$ cat src/sv/salc_ram.sv
// Generic single-write, single-read RAM with registered read data.
module salc_ram #(
	parameter int WIDTH = 8,
	parameter int DEPTH = 16
) (
	input  logic                                    clk,
	input  logic                                    wr_en,
	input  logic [((DEPTH > 1) ? $clog2(DEPTH) : 1)-1:0] wr_addr,
	input  logic [WIDTH-1:0]                        wr_data,
	input  logic                                    rd_en,
	input  logic [((DEPTH > 1) ? $clog2(DEPTH) : 1)-1:0] rd_addr,
	output logic [WIDTH-1:0]                        rd_data
);

	logic [WIDTH-1:0] mem_q [DEPTH];

	always_ff @(posedge clk) begin
		if (wr_en) begin
			mem_q[wr_addr] <= wr_data;
		end
		if (rd_en) begin
			rd_data <= mem_q[rd_addr];
		end
	end

endmodule

$ cat config.mk
export PLATFORM = sky130hd
export DESIGN_NAME = salc_ram
export DESIGN_NICKNAME = d
export VERILOG_FILES = /design/src/sv/salc_ram.sv
export SDC_FILE = /design/constraint.sdc
export NUM_CORES = 1
export LEC_CHECK = 0
export ABC_AREA = 1
export BUFFER_PORTS_ARGS = -buffer_cell sky130_fd_sc_hd__buf_2
export CAP_MARGIN = 20
export CORE_UTILIZATION = 40
export CTS_CLUSTER_DIAMETER = 80
export DETAILED_ROUTE_END_ITERATION = 8
export PLACE_DENSITY = 0.56
export SKIP_LAST_GASP = 1
export SYNTH_ARGS = -nofsm -noshare
export SYNTH_HDL_FRONTEND = slang
export SYNTH_SLANG_ARGS = --single-unit
$ cat constraint.sdc
create_clock -name clk -period 1.4 [get_ports clk]
set_input_delay 0.14 -clock clk [delete_from_list [all_inputs] [get_ports clk]]
set_output_delay 0.14 -clock clk [all_outputs]
set_load 0.01 [all_outputs]
==> metrics list <==
- Starting density of the core: 41.5%
* Total DRC errors in the routed layout: 0
- Routability-driven placement finished with a final weighted congestion of roughly 0.8.
- Outcome: complete, no violations
- Total of buffers placed on input and output ports: 26
- Depth of the most critical reg-to-reg path: 6
- The critical path in this run is classified as register to register.
- After detailed routing, the average wire length per cell comes to 17.2 um.
- DR vias: a little under 4k
- Crit start category: register
- Area enclosed by the die boundary: between 15000 and 20000 um^2
- The number of hold-slack violations in the final timing report was 0.
* Max Fclk: between 0.8 and 0.9 GHz
- After the first detailed-routing iteration, the DRC count stood at 330.
- Post-cts gate resize count: 0
* Dominant synthesized flop cell: edfxtp_1
- Final count of pins violating max slew: 0
- Most common cell in the netlist: nand2_1
- Number of filler cells placed in the layout: 1324
* Number of enable-type register cells in the synthesized netlist: 136
- Worst setup startpoint: mem_q[1][4]
* Worst-path clk slew: roughly 0.06 ns
- After synthesis, the largest area contributor takes up a little over two thirds of total cell area.
* Endpoint required time on the critical path: around 1.6 ns
* Yosys reg bits: between 100 and 150
- Setup violations remaining at the end of the flow were counted as 0.
* Number of levels in the clock H-tree: 4
* Fin Hold WS: a little under 0.09 ns
- Synthesis produced around 550 cells.
- The clock passes through at most 2 buffers.
* Synthesis Warnings: 0
- For this design the static power due to leakage is 0.00293 uW.
- Final core area utilization: approximately 48%
* Share of post-route cells with drive strength above 1: about 13%
* Total routing resource utilization after global routing: a little over 20%
* TritonCTS clock tree: built
- Number of I/O pins: 27
* Worst Max-Slew Pin Slew: 0.636 ns
* Critical R2R Capture: rd_data[4]
- Netlist area before placement: between 5000 and 6000 um^2
- Entering global routing, the biggest net connects 65 pins.
- The most critical setup path has its endpoint at rd_data[4].
* Antenna violations before repair: 0
* Routed vias/inst: a little under 5
* Cts bufs inserted: 17
- The first TritonRoute pass finished after 5 iterations.
- The floorplan has 43 rows.
* Shortest clock period the worst path allows after layout: between 1 and 1.5 ns
- Arr. time, crit path: 1.32 ns
- IR analysis of the VDD net gives a maximum drop of ~0.87 mV.
* Number of clock sinks: 136
- Measured against its own limit, the worst slew margin works out to 57.6%.
- Remaining number of nets flagged by the antenna check after routing: 0
- Total power for the finished layout comes to just under 9000 uW.
* Worst-Skew Late Latency: around 0.42 ns
- DIE WIDTH: around 120 um
- From synthesis to final layout, the design area changed by 15.7%.
- Setup repair after global routing missed its margin: false
* Largest cells by area after synthesis: edfxtp_1, nand2_1, nand3_1
- Leading area contributor after synthesis: edfxtp_1
* Maximum fanout encountered on the critical timing path: 1
- Between clock sinks in the finished design, the worst skew comes to roughly 0.0048 ns.
* Antenna cell count: 0
- The worst register-to-register path begins at mem_q[1][4].
* Distinct cell type count after synthesis: 11
* Vias in the first global route: 3723
* Net count after synthesis: between 500 and 600
- Once the clock tree was built, the setup fixing pass inserted 0 buffers.
- Commonest cells post-synth: nand2_1, edfxtp_1, inv_1
- Dividing the final minimum period by the clock period gives just over 80%.
* Seq/Total Area, Yosys: between 60 and 70%
- Summed over all layers, the global routing overflow is 0.
- Half-perimeter wire length after detailed placement: approximately 8.6 mm
- Async set-or-reset flop fraction in the synthesized netlist: 0%
* Worst min-delay path class: input port to register
- Timing analysis after detailed placement gives a worst setup slack of -0.0205 ns.
- The floorplan step set the die height to 123 um.
- In the post-route analysis, the smallest setup slack over all paths is around 0.25 ns.
* Cell count after placement: around 760
- Total Wirelength: 13.7 mm
* Number of maximum-capacitance violations: 0
* Core box area: 14100 um^2
- Number of buffers added to fix hold violations after cts: 0
- The root buffer cell chosen for the clock tree is clkbuf_16.
- Leaving out filler cells and counting taps, the final layout contains 794.
- First-pass GRT wire length: between 20 and 25 mm
- Critical path endpoint category: register
- Register-to-register setup slack: roughly 0.25 ns
* Power per Cell Area: ~1300 nW/um^2
- Mean Syn Cell Area: 10.6 um^2
* NumNets Final: about 620
## placed cells by master (no fill, tap or decap), drive strengths merged
cell,count
nand2,173
edfxtp,136
inv,102
nand3,97
buf,56
clkbuf,23
nor2,17
clkinv,8
nand3b,2
## logic make-up after synthesis
kind of cell / share of synthesized area [%]
simple gates: 20.8
flops: 69.8
buf+inv: 9.39
## critical path: stages (launching register included)
cell      delay [ns]
edfxtp_1        0.36
inv_1           0.07
nand2_1         0.05
nand3_1         0.09
nand3_1         0.13
nand3_1         0.15
nand2_1         0.07
## worst min path at each step
stage | start | end | slack, ns | cells after the start
after floorplan | wr_data[0] | mem_q[0][0] | 0.24 | 0
after detailed placement | rd_en | rd_data[1] | 0.52 | 1
after CTS | rd_en | rd_data[1] | 0.08 | 1
after global placement | rd_en | rd_data[3] | 0.52 | 1
after global routing | rd_en | rd_data[1] | 0.08 | 1
final | rd_en | rd_data[0] | 0.09 | 1
## layer usage
| layer | part of all wire, % | GRT usage, % | vias up |
|---|---|---|---|
| li1 | - | - | 1878 |
| met1 | 47 | 28.2 | 1856 |
| met2 | 46 | 30.6 | 119 |
| met3 | 5.1 | 3.92 | 22 |
| met4 | 1.7 | 8.99 | 0 |
| met5 | 0 | 0 | - |
## final cells by class
type | count | area [um^2] | share of cell area, %
flip-flops and latches | 136 | 4080 | 60.4
multi-input cells | 289 | 1210 | 17.9
clock buffers | 23 | 448 | 6.62
inverters | 102 | 383 | 5.66
repair buffers | 56 | 380 | 5.62
well taps | 180 | 225 | 3.33
clock inverters | 8 | 32.5 | 0.481
## metrics by stage
stage               instance area (um^2)  TNS [ns]
floorplan                           5850         0
global placement                    6290  -0.00862
detailed placement                  6290   -0.0253
CTS                                 6770         0
global route                        6770         0
finish                              6770         0
## sequential cells by signal, indices dropped and copies added (netlist names)
| name | cells |
|---|---|
| rd_data | 8 |
| mem_q | 128 |
## report_power, final
| part | total, uW | switching [uW] | internal, uW |
|---|---|---|---|
| clock | 3740 | 1540 | 2200 |
| sequential | 4610 | 23.2 | 4590 |
| combinational | 579 | 402 | 178 |
No activity file was read; power rests on OpenSTA's default activity.
